### src/design/rbst_pkg.sv
// Shared types, constants and register codes of the rigid body sleep tracker.
package rbst_pkg;

  localparam int BODY_INDEX_W = 10;
  localparam int BODY_COUNT   = 1 << BODY_INDEX_W;

  localparam int VEL_W    = 16;
  localparam int POS_W    = 32;
  localparam int STEP_W   = 16;
  localparam int TIMER_W  = 32;
  localparam int RADIUS_W = 16;
  localparam int AXES     = 3;

  localparam int CFG_ADDR_W = 5;
  localparam int CFG_DATA_W = 32;

  localparam int OUT_FIFO_DEPTH = 4;
  localparam int OUT_FIFO_PTR_W = $clog2(OUT_FIFO_DEPTH);
  localparam int OUT_FIFO_CNT_W = OUT_FIFO_PTR_W + 1;

  localparam logic [31:0] LINEAR_REST_SQ_RST  = 32'd655;
  localparam logic [31:0] ANGULAR_REST_SQ_RST = 32'd655;
  localparam logic [31:0] REST_TIME_RST       = 32'd32768;
  localparam logic [15:0] STILL_RADIUS_RST    = 16'd4;
  localparam logic [31:0] STILL_TIME_RST      = 32'd131072;

  typedef enum logic [2:0] {
    REG_LINEAR_REST_SQ  = 3'd0,
    REG_ANGULAR_REST_SQ = 3'd1,
    REG_REST_TIME       = 3'd2,
    REG_STILL_RADIUS    = 3'd3,
    REG_STILL_TIME      = 3'd4
  } reg_index_t;

  typedef struct packed {
    logic [TIMER_W-1:0] linear_rest_sq;
    logic [TIMER_W-1:0] angular_rest_sq;
    logic [TIMER_W-1:0] rest_time;
    logic [TIMER_W-1:0] still_radius_sq;
    logic [TIMER_W-1:0] still_time;
  } cfg_t;

  typedef struct packed {
    logic [BODY_INDEX_W-1:0]        body_index;
    logic                           is_static;
    logic [AXES-1:0][VEL_W-1:0]     lin_vel;
    logic [AXES-1:0][VEL_W-1:0]     ang_vel;
    logic [AXES-1:0][POS_W-1:0]     pos;
    logic [STEP_W-1:0]              step_time;
  } in_item_t;

  typedef struct packed {
    logic                       sleeping;
    logic [TIMER_W-1:0]         slow_timer;
    logic [TIMER_W-1:0]         still_timer;
    logic [AXES-1:0][POS_W-1:0] ref_pos;
  } state_t;

  typedef struct packed {
    logic [BODY_INDEX_W-1:0] body_index;
    logic                    asleep;
    logic                    zero_velocity;
  } res_t;

  typedef struct packed {
    logic clearing;
    logic s1_valid;
    logic s2_valid;
  } pipe_status_t;

endpackage

### src/design/rbst_cfg.sv
// APB-style configuration registers of the sleep tracker.
module rbst_cfg (
  input  logic                            clk,
  input  logic                            rst_n,
  input  logic                            psel,
  input  logic                            penable,
  input  logic                            pwrite,
  input  logic [rbst_pkg::CFG_ADDR_W-1:0] paddr,
  input  logic [rbst_pkg::CFG_DATA_W-1:0] pwdata,
  output logic [rbst_pkg::CFG_DATA_W-1:0] prdata,
  output logic                            pready,
  output rbst_pkg::cfg_t                  cfg
);

  logic [31:0] linear_rest_sq_r;
  logic [31:0] angular_rest_sq_r;
  logic [31:0] rest_time_r;
  logic [15:0] still_radius_r;
  logic [31:0] still_radius_sq_r;
  logic [31:0] still_time_r;
  logic [31:0] still_radius_sq_nxt;
  logic        wr_en;
  rbst_pkg::reg_index_t reg_sel;

  assign wr_en   = psel && penable && pwrite;
  assign reg_sel = rbst_pkg::reg_index_t'(paddr[4:2]);
  assign pready  = 1'b1;

  // The tolerance is compared squared, so the square is kept next to it.
  assign still_radius_sq_nxt = pwdata[15:0] * pwdata[15:0];

  always_ff @(posedge clk) begin
    if (!rst_n) begin
      linear_rest_sq_r  <= rbst_pkg::LINEAR_REST_SQ_RST;
      angular_rest_sq_r <= rbst_pkg::ANGULAR_REST_SQ_RST;
      rest_time_r       <= rbst_pkg::REST_TIME_RST;
      still_radius_r    <= rbst_pkg::STILL_RADIUS_RST;
      still_radius_sq_r <= 32'(rbst_pkg::STILL_RADIUS_RST) * 32'(rbst_pkg::STILL_RADIUS_RST);
      still_time_r      <= rbst_pkg::STILL_TIME_RST;
    end else if (wr_en) begin
      unique case (reg_sel)
        rbst_pkg::REG_LINEAR_REST_SQ:  linear_rest_sq_r  <= pwdata;
        rbst_pkg::REG_ANGULAR_REST_SQ: angular_rest_sq_r <= pwdata;
        rbst_pkg::REG_REST_TIME:       rest_time_r       <= pwdata;
        rbst_pkg::REG_STILL_RADIUS: begin
          still_radius_r    <= pwdata[15:0];
          still_radius_sq_r <= still_radius_sq_nxt;
        end
        rbst_pkg::REG_STILL_TIME:      still_time_r      <= pwdata;
        default: ;
      endcase
    end
  end

  always_comb begin
    unique case (reg_sel)
      rbst_pkg::REG_LINEAR_REST_SQ:  prdata = linear_rest_sq_r;
      rbst_pkg::REG_ANGULAR_REST_SQ: prdata = angular_rest_sq_r;
      rbst_pkg::REG_REST_TIME:       prdata = rest_time_r;
      rbst_pkg::REG_STILL_RADIUS:    prdata = {16'd0, still_radius_r};
      rbst_pkg::REG_STILL_TIME:      prdata = still_time_r;
      default:                       prdata = '0;
    endcase
  end

  assign cfg.linear_rest_sq  = linear_rest_sq_r;
  assign cfg.angular_rest_sq = angular_rest_sq_r;
  assign cfg.rest_time       = rest_time_r;
  assign cfg.still_radius_sq = still_radius_sq_r;
  assign cfg.still_time      = still_time_r;

endmodule

### config.mk
export PLATFORM = sky130hd
export DESIGN_NAME = rbst_cfg
export DESIGN_NICKNAME = d
export VERILOG_FILES = /design/src/design/rbst_pkg.sv /design/src/design/rbst_cfg.sv
export SDC_FILE = /design/constraint.sdc
export NUM_CORES = 1
export LEC_CHECK = 0
export ABC_CLOCK_PERIOD_IN_PS = 9000
export BUFFER_PORTS_ARGS = -buffer_cell sky130_fd_sc_hd__buf_2
export CAP_MARGIN = 20
export CORE_UTILIZATION = 55
export CTS_CLUSTER_SIZE = 20
export DETAILED_ROUTE_END_ITERATION = 6
export PLACE_DENSITY = 0.78
export SYNTH_ARGS = -nofsm -noshare
export SYNTH_HDL_FRONTEND = slang
export SYNTH_SLANG_ARGS = --single-unit
### constraint.sdc
create_clock -name clk -period 9 [get_ports clk]
set_clock_uncertainty 0.15 [all_clocks]
set_input_delay 1.8 -clock clk [delete_from_list [all_inputs] [get_ports clk]]
set_output_delay 1.8 -clock clk [all_outputs]
set_load 0.02 [all_outputs]
==> flow_metrics.py <==
metrics = {
    "run_status": {
        "outcome": "finished with violations",
        "violations": "DRC",
    },
    "route": {
        "wl_per_cell_um": 17.7,
        "detail-route-antenna-nets": 0,
        "viasPerCell": 5.68,
        "top_layer_used": "met5",
        "drt_first_iter_violations": 1099,
        "first_pass_iters": 7,
        "drc": 36,
        "routed-wl-met2_um": 19600,
        "wl_met3_um": 2650,
        "wl_um": 39800,
        "via_count": 12758,
        "drt-met1-wl_um": 16000,
    },
    "grt": {
        "grt_pass1_wl_um": 64500,
        "grt_max_degree": 90,
        "grt_overflow_total": 0,
        "grt_pass1_vias": 12721,
        "grtUsageTotal": 0.292,
        "antenna_found_initial": 2,
    },
    "synthesis": {
        "yosysTopAreaCell": "dfxtp_1",
        "ys_types": 58,
        "synth_area_um2": 14700,
        "synth_nets": 2055,
        "synth_common_cells": "nand2_1 (406), inv_1 (245), dfxtp_1 (174), fa_1 (162), ha_1 (102)",
        "synth_edf_count": 0,
        "ys_seq_elements": 174,
        "synthTopCellsByArea": "dfxtp_1 (24%), fa_1 (22%), nand2_1 (10%)",
        "ys_seq_area_frac": 0.237,
        "netlist_instances": 1749,
        "syn_avg_cell_area_um2": 8.42,
        "synth.most_common_cell": "nand2_1",
        "synth_top_area_share": 0.237,
        "ys.flop_type": "dfxtp_1",
        "ys.warnings.count": 0,
        "async_reset_ff_frac": 0,
    },
    "critical_path": {
        "r2r-end": "still_radius_sq_r[24]$_SDFFE_PN0P_",
        "crit_path_start": "pwdata[13]",
        "slowest_stage": "fa_1",
        "critPathRequiredTime_ns": 9.19,
        "r2r_start": "still_radius_sq_r[24]$_SDFFE_PN0P_",
        "worstRegToRegCells": 3,
        "cp_max_fo": 20,
        "cp-start-kind": "input port",
        "cp-end-kind": "register",
        "criticalPathCategory": "input port to register",
        "crit_arrival_ns": 7.81,
        "crit_chain": "buf_2 -> inv_1 -> nor2_1 -> ha_1 -> xor2_1 -> fa_1 -> inv_1 -> fa_1 -> fa_1 -> fa_1 -> inv_1 -> fa_1 -> inv_1 -> ha_1 -> and4_1 -> and2_1 -> nand4_1 -> o32ai_1 -> o211ai_1 -> a21o_1 -> a32o_1",
        "crit_end": "still_radius_sq_r[30]$_SDFFE_PN0P_",
        "cp_slowest_stage_delay_ns": 0.54,
        "cp_common_cell": "fa_1",
        "rrSetupSlack_ns": 7.96,
    },
    "pwr": {
        "power.leakage_uw": 0.00816,
        "total_power_uw": 5770,
        "vdd_drop_max_mv": 0.507,
        "power_density_nw_per_um2": 347,
    },
    "cts": {
        "ctsHtreeMaxLevel": 4,
        "clkTransAtPathRegs_ns": 0.08,
        "clock_sinks": 174,
        "clk_latency_ns": 0.43,
        "cts_buffers": 17,
        "cts-root-buf": "clkbuf_16",
        "cts_hold_buf": 0,
        "clock_path_buffers": 2,
        "cts_tree": "done",
        "cts_resized": 0,
        "post_cts_buffers": 0,
    },
    "die": {
        "dieArea_um2": 27400,
        "fp.dieW_um": 166,
        "io_pins": 235,
        "start_util": 0.563,
        "core_area_um2": 26100,
        "die_h_um": 166,
        "rows": 59,
    },
    "timing": {
        "hold_violations": 0,
        "setup_viol": 0,
        "fmax_mhz": 131,
        "worst_slew_pin_slew_ns": 0.821,
        "slew_headroom": 0.453,
        "rsz0062_at_grt": "false",
        "fin_tns_setup_ns": 0,
        "post-route-min-period_ns": 7.63,
        "period_share": 0.847,
        "maxSlewViolCount": 0,
    },
    "layout": {
        "finalInstanceArea_um2": 16600,
        "fin_nets": 2205,
        "area_growth_pct": 12.8,
        "layout-drive-gt1-share": 0.161,
    },
    "placement": {
        "dp_hpwl_um": 28600,
        "place_congestion": 0.891,
        "io_buffers": 230,
        "placed_cell_area_um2": 16000,
    },
    "run": {
        "cap_viol_max_count": 0,
    },
    "min_path": {
        "hold_path.class": "register to register",
    },
}
logic make-up (layout without fill, tap and decap cells):
logic type                 after synthesis  count (layout)  share of synthesized area
and+or+nand+nor                        552             552                      0.159
DFF                                    174             174                      0.237
buffers and inverters                  361             524                     0.0938
AOI/OAI and AO/OA                      343             343                      0.169
other                                    2               3                   0.000510
muxes                                   17              17                     0.0130
xor gates and xnor gates                36              36                     0.0214
adders and majority gates              264             264                      0.307
per-layer routing:
layer,track usage,vias up
met2,0.492,515
met3,0.0454,103
met4,0.138,2
li1,-,5904
met1,0.368,6234
met5,0,-
through the flow:
step	hold WS (ns)	util	std cells	setup slack (ns)
after floorplan	0.290	-	1749	1.43
after detailed placement	0.290	0.611	2215	1.05
after CTS	0.300	0.635	2247	1.46
final	0.296	0.636	2248	1.37
after global placement	0.287	0.611	2215	1.08
after global routing	0.329	0.636	2248	1.14
final cells by class:
class / instances / area, um^2
clock inverters: 15 / 220
clock buffers: 17 / 425
well taps: 335 / 419
inverters: 246 / 923
multi-input cells: 1214 / 9860
repair buffers: 246 / 1270
diodes: 1 / 2.50
fillers: 2208 / 9520
flip-flops and latches: 174 / 3480
cells in the final DEF (no fill, tap or decap), drive strengths merged, types with 16 or more instances in the layout:
master	instances
dfxtp	174
nor2	36
a21boi	134
fa	162
a22oi	34
a22o	16
buf	246
nand2	406
xor2	17
xnor2	19
ha	102
nand3	20
inv	252
mux2	17
clkbuf	17
a21oi	33
o21ai	39
a221o	16
and2	55
o22ai	18
where the power goes:
part | leakage (uW) | internal [uW] | switching, uW
clock | 0.000309 | 390 | 408
combinational | 0.00645 | 1620 | 2560
sequential | 0.00140 | 784 | 8.50
state kept, by name, summed over array words and instances (netlist names):
signal and flops:
angular_rest_sq_r 32, linear_rest_sq_r 32, still_radius_r 16, rest_time_r 32, still_time_r 32, still_radius_sq_r 30
worst min path at each step:
stage,startpoint,endpoint,slack (ns),cells past startpoint
global route,still_radius_sq_r[18]$_SDFFE_PN0P_,still_radius_sq_r[18]$_SDFFE_PN0P_,0.33,2
detailed placement,still_radius_sq_r[22]$_SDFFE_PN0P_,still_radius_sq_r[22]$_SDFFE_PN0P_,0.29,2
finish,still_radius_sq_r[22]$_SDFFE_PN0P_,still_radius_sq_r[22]$_SDFFE_PN0P_,0.30,2
global placement,still_radius_sq_r[22]$_SDFFE_PN0P_,still_radius_sq_r[22]$_SDFFE_PN0P_,0.29,2
floorplan,still_radius_r[10]$_SDFFE_PN0P_,still_radius_r[10]$_SDFFE_PN0P_,0.29,2
CTS,still_radius_sq_r[22]$_SDFFE_PN0P_,still_radius_sq_r[22]$_SDFFE_PN0P_,0.30,2
worst max-delay path, delay by kind of cell:
kind,cells,cell delay (ns)
buf+inv,5,0.80
simple gates,4,0.74
xor+xnor,1,0.19
fa+ha+maj,7,3.21
compound gates,4,1.06
No activity file was read; power rests on OpenSTA's default activity.
