===== src/design/rbst_pkg.sv =====
// Shared types, constants and register codes of the rigid body sleep tracker.
package rbst_pkg;

  localparam int BODY_INDEX_W = 10;
  localparam int BODY_COUNT   = 1 << BODY_INDEX_W;

  localparam int VEL_W    = 16;
  localparam int POS_W    = 32;
  localparam int STEP_W   = 16;
  localparam int TIMER_W  = 32;
  localparam int RADIUS_W = 16;
  localparam int AXES     = 3;

  localparam int CFG_ADDR_W = 5;
  localparam int CFG_DATA_W = 32;

  localparam int OUT_FIFO_DEPTH = 4;
  localparam int OUT_FIFO_PTR_W = $clog2(OUT_FIFO_DEPTH);
  localparam int OUT_FIFO_CNT_W = OUT_FIFO_PTR_W + 1;

  localparam logic [31:0] LINEAR_REST_SQ_RST  = 32'd655;
  localparam logic [31:0] ANGULAR_REST_SQ_RST = 32'd655;
  localparam logic [31:0] REST_TIME_RST       = 32'd32768;
  localparam logic [15:0] STILL_RADIUS_RST    = 16'd4;
  localparam logic [31:0] STILL_TIME_RST      = 32'd131072;

  typedef enum logic [2:0] {
    REG_LINEAR_REST_SQ  = 3'd0,
    REG_ANGULAR_REST_SQ = 3'd1,
    REG_REST_TIME       = 3'd2,
    REG_STILL_RADIUS    = 3'd3,
    REG_STILL_TIME      = 3'd4
  } reg_index_t;

  typedef struct packed {
    logic [TIMER_W-1:0] linear_rest_sq;
    logic [TIMER_W-1:0] angular_rest_sq;
    logic [TIMER_W-1:0] rest_time;
    logic [TIMER_W-1:0] still_radius_sq;
    logic [TIMER_W-1:0] still_time;
  } cfg_t;

  typedef struct packed {
    logic [BODY_INDEX_W-1:0]        body_index;
    logic                           is_static;
    logic [AXES-1:0][VEL_W-1:0]     lin_vel;
    logic [AXES-1:0][VEL_W-1:0]     ang_vel;
    logic [AXES-1:0][POS_W-1:0]     pos;
    logic [STEP_W-1:0]              step_time;
  } in_item_t;

  typedef struct packed {
    logic                       sleeping;
    logic [TIMER_W-1:0]         slow_timer;
    logic [TIMER_W-1:0]         still_timer;
    logic [AXES-1:0][POS_W-1:0] ref_pos;
  } state_t;

  typedef struct packed {
    logic [BODY_INDEX_W-1:0] body_index;
    logic                    asleep;
    logic                    zero_velocity;
  } res_t;

  typedef struct packed {
    logic clearing;
    logic s1_valid;
    logic s2_valid;
  } pipe_status_t;

endpackage


===== src/design/rbst_out_fifo.sv =====
// Small result queue that decouples the pipeline from the result channel.
module rbst_out_fifo (
  input  logic                                clk,
  input  logic                                rst_n,
  input  logic                                push,
  input  rbst_pkg::res_t                      push_data,
  input  logic                                pop,
  output logic                                out_valid,
  output rbst_pkg::res_t                      out_data,
  output logic [rbst_pkg::OUT_FIFO_CNT_W-1:0] count
);

  rbst_pkg::res_t                      mem [rbst_pkg::OUT_FIFO_DEPTH];
  logic [rbst_pkg::OUT_FIFO_PTR_W-1:0] wr_ptr_r;
  logic [rbst_pkg::OUT_FIFO_PTR_W-1:0] rd_ptr_r;
  logic [rbst_pkg::OUT_FIFO_CNT_W-1:0] cnt_r;

  assign out_valid = (cnt_r != '0);
  assign out_data  = mem[rd_ptr_r];
  assign count     = cnt_r;

  always_ff @(posedge clk) begin
    if (!rst_n) begin
      wr_ptr_r <= '0;
      rd_ptr_r <= '0;
      cnt_r    <= '0;
    end else begin
      if (push) begin
        wr_ptr_r <= wr_ptr_r + 1'b1;
      end
      if (pop) begin
        rd_ptr_r <= rd_ptr_r + 1'b1;
      end
      if (push && !pop) begin
        cnt_r <= cnt_r + 1'b1;
      end else if (pop && !push) begin
        cnt_r <= cnt_r - 1'b1;
      end
    end
  end

  always_ff @(posedge clk) begin
    if (push) begin
      mem[wr_ptr_r] <= push_data;
    end
  end

endmodule


===== config.mk =====
export PLATFORM = sky130hd
export DESIGN_NAME = rbst_out_fifo
export DESIGN_NICKNAME = d
export VERILOG_FILES = /design/src/design/rbst_pkg.sv /design/src/design/rbst_out_fifo.sv
export SDC_FILE = /design/constraint.sdc
export NUM_CORES = 1
export LEC_CHECK = 0
export BUFFER_PORTS_ARGS = -buffer_cell sky130_fd_sc_hd__buf_4
export CAP_MARGIN = 10
export CORE_MARGIN = 2
export CORE_UTILIZATION = 45
export CTS_CLUSTER_SIZE = 25
export DETAILED_ROUTE_END_ITERATION = 6
export HOLD_SLACK_MARGIN = 0.15
export PLACE_DENSITY = 0.72
export SYNTH_ARGS = -nofsm -noshare
export SYNTH_HDL_FRONTEND = slang
export SYNTH_SLANG_ARGS = --single-unit

===== constraint.sdc =====
create_clock -name clk -period 1.95 [get_ports clk]
set_input_delay 0.4875 -clock clk [delete_from_list [all_inputs] [get_ports clk]]
set_output_delay 0.4875 -clock clk [all_outputs]
set_load 0.005 [all_outputs]

==> flow_summary.toml, run 1 <==
[grt]
track_usage = 0.146
grt_pass1_vias = 1142
gr-total-overflow = 0
antenna_found_initial = 0
grt_first_pass_wirelength_mm = 5.48
grt_max_degree = 13

[final_layout]
fin_util = 0.579
areaGrowthSynthToFinish_pct = 24.9
n_antenna_cell = 0
fill_cells = 364
drive_above_1_share = 0.404
fin_nets = 173

[floorplan]
die-area_um2 = 5400
num_rows = 25
dieHeight_um = 73.5
pin_count = 32
fp.dieW_um = 73.5
fp.coreArea_um2 = 4690
start_util = 0.463

[critical_path]
crit_path_end_kind = "output port"
worstReg2RegStart = "count[0]$_SDFFE_PN0P_"
cp.arrival_ns = 1.47
path_max_fanout = 7
required_ns = 1.46
critPathLaunchType = "register"
worst-setup-path-type = "reg2out"

[route]
vias_per_cell = 5.04
wl_per_cell_um = 16.3
drt-initial-drc-count = 41
drt_wl_total_mm = 3.43
firstDrtPassIters = 4
drc = 0
vias = 1058
antenna_left = 0

[yosys]
async_flop_share = 0
synth_top_area_share = 0.663
synth_edf_count = 48
ys_seq_elements = 57
synthesis.area_um2 = 2170
yosysUniqueCellTypes = 18
netlist_top_cells_area = "edfxtp_1 66%, mux4_2 10%, dfxtp_1 8.3%, ha_1 2.9%, and2_1 2.6%"
synthCells = 104
synth_warnings = 0
ys.flop_type = "edfxtp_1"
avgSynthCellArea_um2 = 20.9
synth_top_cell_by_area = "edfxtp_1"
syn_nets = 126
ys_seq_area_frac = 0.746

[clock_network]
clock_path_buffers = 2
post_cts_buffers = 0
htree_levels = 3
cts-root-buf = "clkbuf_8"
insertion_delay_ns = 0.32
clk_pin_slew_ns = 0.06
cts_sinks = 57
cts_buffers = 9
cts_tree = "done"

[place]
pre_cts_ws_ns = -0.0107
port_buffers = 31
hpwl_mm = 2.24
gp_congestion = 0.722

[power_and_ir_drop]
combPwrFrac = 0.137
power_density_nw_per_um2 = 976
p_clk_frac = 0.324
ir_worst_vdd_mv = 0.614
leakagePower_nw = 0.997
swShare = 0.222
p_switching_mw = 0.589
intPower_mw = 2.06
p_seq_frac = 0.539

[timing]
tightestPinTransition_ns = 0.194
hold_viol = 0
drv_slew = 0
grt_setup_unrepaired = "yes"
worst_slack_ns = -0.00606
setup_violations = 3
fmax_mhz = 511
skew_ns = 0.00315
min_period_over_period = 1.00
max-slew-margin-rel = 0.870
final.min_clock_period_ns = 1.96

[worst_hold_path]
min-delay-start = "push_data[8]"
hold_path.class = "in2reg"

[status]
run_status = "complete, but fails checks"
violations = "setup timing"

[job]
cap_violations = 0
==> flip-flops by register name, indices dropped and copies added (netlist names), named ones only <==
signal,cells
mem,48
count,3
rd_ptr_r,2
wr_ptr_r,2
==> cell families after synthesis <==
kind of cell / share of synthesized area
xor gates and xnor gates: 0.0201
buffers and inverters: 0.0144
muxes: 0.137
adders and majority gates: 0.0380
DFF: 0.746
and+or+nand+nor: 0.0391
AOI/OAI and AO/OA: 0.00575
==> layer usage <==
metal | global-route usage | share of wire
met4 | 0.0848 | 0.016
met1 | 0.187 | 0.44
met2 | 0.219 | 0.50
met5 | 0 | 0
met3 | 0.0453 | 0.052
==> Yosys cell counts (all sizes together) (2+ instances only) <==
library cell  number
and2               9
buf                2
dfxtp              9
edfxtp            48
ha                 5
inv                4
mux2i              2
mux4              12
nor2b              2
or3                2
xnor2              2
xor2               3
==> repair_timing <==
item | in CTS | in global routing
pin swaps | 0 | 0
cloned | 0 | 0
resized for setup | 18 | 0
endpoints found under the setup margin | 12 | 12
hold buffers | 0 | 0
==> cell usage in the layout (no fill, tap or decap), drive strengths merged <==
| master | n |
|---|---|
| mux4 | 12 |
| or3 | 2 |
| clkinv | 5 |
| o21ai | 1 |
| edfxtp | 48 |
| inv | 4 |
| nand2 | 1 |
| and2 | 9 |
| nor2b | 2 |
| dfxtp | 9 |
| ha | 5 |
| clkbuf | 11 |
| fa | 1 |
| xor2 | 3 |
| mux2i | 2 |
| xnor2 | 2 |
| buf | 38 |
| a21boi | 1 |
==> worst paths after layout <==
path | end | slack [ns] | cells past startpoint
worst max-delay path | out_data[0] | -0.006 | 3
worst min-delay path | mem[2][8]$_DFFE_PP_ | 0.37 | 1
worst max register to register | count[2]$_SDFFE_PN0P_ | 0.43 | 4
worst min register to register | count[2]$_SDFFE_PN0P_ | 0.53 | 2
==> final cells by class <==
type / instances / area (µm²) / share of cell area
multi-input cells: 41 / 514 / 0.189
well taps: 54 / 67.6 / 0.0249
clock buffers: 11 / 131 / 0.0484
inverters: 4 / 15.0 / 0.00553
clock inverters: 5 / 22.5 / 0.00829
flip-flops and latches: 57 / 1620 / 0.598
repair buffers: 38 / 342 / 0.126
==> critical path, stage by stage (launching register included) <==
cell     delay, ns
dfxtp_2       0.35
buf_8         0.15
mux4_2        0.52
buf_6         0.13
==> power groups by stage <==
stage | registers, mW | clock network (mW) | logic [mW]
after floorplan | 1.45 | 0 | 0.167
after global placement | 1.45 | 0 | 0.322
after detailed placement | 1.45 | 0 | 0.335
after CTS | 1.43 | 0.887 | 0.372
after global routing | 1.44 | 0.944 | 0.403
final | 1.43 | 0.859 | 0.363
==> through the flow <==
stage / power (mW) / hold slack (ns) / std cells / TNS (ns) / area [µm²]
4_1_cts: 2.69 / 0.351 / 210 / -0.247 / 2720
5_1_grt: 2.78 / 0.352 / 210 / -0.591 / 2720
3_3_place_gp: 1.77 / 0.488 / 194 / 0 / 2510
3_5_place_dp: 1.79 / 0.510 / 194 / -0.0107 / 2510
6_report: 2.65 / 0.369 / 210 / -0.00961 / 2720
2_1_floorplan: 1.61 / 0.488 / 104 / 0 / 2170
No activity file was read; power rests on OpenSTA's default activity.
==> run 2, diff against run 1 <==
- clock period: 1.95 -> 2.1 ns (I/O delays scaled with it)
==> flow_summary.toml, run 2 (synthesis gave the netlist of run 1 again) <==
[status]
run_status = "complete, no violations"

[power_and_ir_drop]
ir_worst_vdd_mv = 0.501
leakagePower_nw = 0.986
intPower_mw = 1.93
swShare = 0.213
p_total_mw = 2.45
p_switching_mw = 0.521
p_seq_frac = 0.541
combPwrFrac = 0.125
power_density_nw_per_um2 = 915
p_clk_frac = 0.334

[grt]
grt_pass1_vias = 1119
grt_first_pass_wirelength_mm = 5.40
grt_max_degree = 13
antenna_found_initial = 0
track_usage = 0.144
gr-total-overflow = 0

[critical_path]
cp.arrival_ns = 1.52
worst-setup-path-type = "reg2out"
reg2reg_slack_ns = 0.55
crit_path_end_kind = "output port"
critPathLaunchType = "register"
worstReg2RegStart = "count[0]$_SDFFE_PN0P_"
path_max_fanout = 5
required_ns = 1.57

[clock_network]
clock_path_buffers = 2
insertion_delay_ns = 0.32
hold_buffers = 0
cts_tree = "done"
cts-root-buf = "clkbuf_8"
cts_sinks = 57
htree_levels = 3
post_cts_buffers = 0
clk_pin_slew_ns = 0.06
cts_buffers = 9

[floorplan]
start_util = 0.463
pin_count = 32
dieHeight_um = 73.5
fp.dieW_um = 73.5
fp.coreArea_um2 = 4690
die-area_um2 = 5400
num_rows = 25

[route]
drc = 0
antenna_left = 0
firstDrtPassIters = 4
drt_wl_total_mm = 3.41
drt-initial-drc-count = 55
vias = 1059
wl_per_cell_um = 16.3
vias_per_cell = 5.07

[place]
port_buffers = 31
gp_congestion = 0.704
placed_area_um2 = 2510
hpwl_mm = 2.25
pre_cts_ws_ns = 0.0319

[timing]
max-slew-margin-rel = 0.867
tns_ns = 0
fmax_mhz = 488
drv_slew = 0
final.min_clock_period_ns = 2.05
tightestPinTransition_ns = 0.199
grt_setup_unrepaired = "yes"
skew_ns = 0.00534
worst_slack_ns = 0.0522
setup_violations = 0
min_period_over_period = 0.975
hold_viol = 0

[final_layout]
final_cell_mix = "48 x edfxtp_1, 36 x buf_4, 10 x mux4_2, 10 x clkbuf_8, 9 x and2_1"
drive_above_1_share = 0.387
layout_commonest_cell = "edfxtp_1"
fin_util = 0.571
n_antenna_cell = 0
largest_reg_flops = 48
largest-register = "mem"
areaGrowthSynthToFinish_pct = 23.1
final_area_um2 = 2680
fin_nets = 173

[worst_hold_path]
hold_path.class = "in2reg"
min-delay-start = "push_data[2]"

[job]
cap_violations = 0
[run 2: what timing repair did]
item                                    in CTS  in global routing
hold endpoints to repair                     0                  0
gates resized for setup                      1                  2
endpoints found under the setup margin       1                  9
[run 2: final timing paths]
check,depth (start not counted),endpoint
setup / recovery,3,out_data[1]
hold / removal,1,mem[2][2]$_DFFE_PP_
setup reg to reg,4,count[2]$_SDFFE_PN0P_
hold reg to reg,2,count[2]$_SDFFE_PN0P_
[run 2: area by class of cell]
cell class / count / area (µm²)
multi-input combinational: 41 / 522
fill: 374 / 2010
clock inverter: 1 / 5.00
clock buffer: 14 / 153
inverter: 4 / 15.0
sequential: 57 / 1620
tap: 54 / 67.6
timing repair buffer: 38 / 293
[run 2: per-layer routing]
layer	track usage	part of all wire
met4	0.0909	0.017
met1	0.167	0.41
met2	0.226	0.51
met5	0	0
met3	0.0521	0.060
[run 2: worst max-delay path, stage by stage (launching register included)]
cell and delay, ns:
dfxtp_2 0.35, buf_6 0.14, mux4_1 0.56, buf_4 0.15
[run 2: per-stage QoR]
step                      instances  hold WS, ns
after floorplan                 104        0.488
after global placement          194        0.486
after detailed placement        194        0.541
after CTS                       209        0.394
after global routing            209        0.386
final                           209        0.404
[run 2: power by group through the flow]
stage	sequential [mW]	combinational (mW)	clock, mW
2_1_floorplan	1.34	0.155	0
3_3_place_gp	1.34	0.302	0
3_5_place_dp	1.35	0.313	0
4_1_cts	1.33	0.315	0.842
5_1_grt	1.33	0.342	0.899
6_report	1.33	0.307	0.818
==> run 3, diff against run 2 <==
- ABC_CLOCK_PERIOD_IN_PS: default -> 2100
- CORE_UTILIZATION: 45 -> 55
- PLACE_DENSITY: 0.72 -> 0.77
==> flow_summary.toml, run 3 (synthesis gave the netlist of run 1 again) <==
[critical_path]
worst-setup-path-type = "reg2out"
path_max_fanout = 6
cp.arrival_ns = 1.52
required_ns = 1.57
reg2regPathDepth = 4
reg2reg_slack_ns = 0.57
r2r_end = "count[2]$_SDFFE_PN0P_"
critPathLaunchType = "register"
crit_path_end_kind = "output port"
worstReg2RegStart = "count[0]$_SDFFE_PN0P_"

[power_and_ir_drop]
p_seq_frac = 0.507
p_switching_mw = 0.563
combPwrFrac = 0.123
p_clk_frac = 0.370
leakagePower_nw = 1.01
ir_worst_vdd_mv = 0.577
power_density_nw_per_um2 = 961
swShare = 0.215
intPower_mw = 2.06

[worst_hold_path]
worst_hold_path.endpoint = "mem[0][10]$_DFFE_PP_"
hold_path.class = "in2reg"
min-delay-start = "push_data[10]"
hold_path_depth = 1

[timing]
fmax_mhz = 490
min_period_over_period = 0.973
hold_viol = 0
tightestPinTransition_ns = 0.205
worst_slack_ns = 0.0577
setup_violations = 0
skew_ns = 0.00466
final.min_clock_period_ns = 2.04
drv_slew = 0
max-slew-margin-rel = 0.863

[route]
wl_per_cell_um = 17.7
drt_wl_total_mm = 3.61
antenna_left = 0
vias = 1085
vias_per_cell = 5.32
drc = 0
firstDrtPassIters = 4
drt-initial-drc-count = 51

[grt]
grt_first_pass_wirelength_mm = 5.53
track_usage = 0.187
antenna_found_initial = 0
grt_max_degree = 13
gr-total-overflow = 0
grt_pass1_vias = 1140

[clock_network]
cts_buffers = 9
hold_buffers = 0
clk_pin_slew_ns = 0.06
htree_levels = 3
cts-root-buf = "clkbuf_8"
cts_tree = "done"
post_cts_buffers = 0
insertion_delay_ns = 0.32
clock_path_buffers = 2
cts_sinks = 57

[floorplan]
num_rows = 22
dieHeight_um = 66.9
start_util = 0.581
die-area_um2 = 4470
pin_count = 32
fp.coreArea_um2 = 3740
fp.dieW_um = 66.9

[final_layout]
drive_above_1_share = 0.417
largest_reg_flops = 48
instances_no_fill = 204
n_antenna_cell = 0
fill_cells = 257
final_cell_mix = "48 x edfxtp_1, 36 x buf_4, 11 x mux4_2"
largest-register = "mem"
final_area_um2 = 2730
layout_commonest_cell = "edfxtp_1"
fin_util = 0.728
areaGrowthSynthToFinish_pct = 25.4
fin_nets = 173

[place]
hpwl_mm = 2.41
port_buffers = 31
placed_area_um2 = 2510
gp_congestion = 0.669
pre_cts_ws_ns = 0.0559
dp_cells = 187

[job]
cap_violations = 0

[status]
run_status = "complete, no violations"
==> run 3: cell types whose count changed in the layout (fill, tap and decap cells not counted) <==
| cell | delta |
|---|---|
| clkbuf_1 | -4 |
| clkinv_1 | +1 |
| buf_6 | -2 |
| clkinv_2 | +2 |
| mux4_2 | +1 |
| buf_12 | +1 |
| clkbuf_16 | +1 |
| clkinv_4 | +1 |
| mux4_1 | -1 |
| bufinv_16 | +1 |
==> run 3: repair_timing <==
item,4_1_cts,5_1_grt
setup endpoints to repair,1,1
gates cloned,0,1
resized for setup,1,1
hold endpoints to repair,0,0
==> run 3: worst max path at each step <==
stage | start | to | cells past startpoint
floorplan | pop | count[2]$_SDFFE_PN0P_ | 7
global route | register | out_data[9] | 3
CTS | register | out_data[9] | 3
finish | register | out_data[9] | 3
detailed placement | pop | count[2]$_SDFFE_PN0P_ | 8
global placement | pop | count[2]$_SDFFE_PN0P_ | 8
==> run 3: per-stage QoR <==
| step | hold WS (ns) | TNS [ns] | power (mW) |
|---|---|---|---|
| floorplan | 0.488 | 0 | 1.50 |
| global placement | 0.491 | 0 | 1.65 |
| detailed placement | 0.524 | 0 | 1.67 |
| CTS | 0.388 | 0 | 2.64 |
| global route | 0.387 | -0.00393 | 2.73 |
| finish | 0.401 | 0 | 2.62 |
==> run 3: area by class of cell <==
type                            count  area [µm²]  area share
Sequential cell                    57        1620       0.595
Timing Repair Buffer               38         315       0.116
Clock buffer                       10         138      0.0505
Tap cell                           48        60.1      0.0220
Multi-Input combinational cell     41         518       0.190
Inverter                            4        15.0     0.00551
Clock inverter                      6        57.6      0.0211
==> run 3: power groups by stage <==
| stage | sequential (mW) | clock (mW) | combinational [mW] |
|---|---|---|---|
| floorplan | 1.34 | 0 | 0.155 |
| global placement | 1.34 | 0 | 0.303 |
| detailed placement | 1.35 | 0 | 0.318 |
| CTS | 1.33 | 0.990 | 0.319 |
| global route | 1.33 | 1.04 | 0.351 |
| finish | 1.33 | 0.970 | 0.322 |
==> run 3: metal layers <==
layer | routed length [µm] | global-route usage | part of all wire | vias to the layer above
met3 | 139 | 0.0507 | 0.039 | 7
met1 | 1410 | 0.197 | 0.39 | 546
met5 | 0 | 0 | 0 | -
li1 | - | - | - | 500
met4 | 83 | 0.115 | 0.023 | 0
met2 | 1980 | 0.330 | 0.55 | 32
==> run 3: critical path: stages, from the launching register on <==
cell     delay, ns
dfxtp_2       0.37
buf_12        0.14
mux4_1        0.53
buf_4         0.15
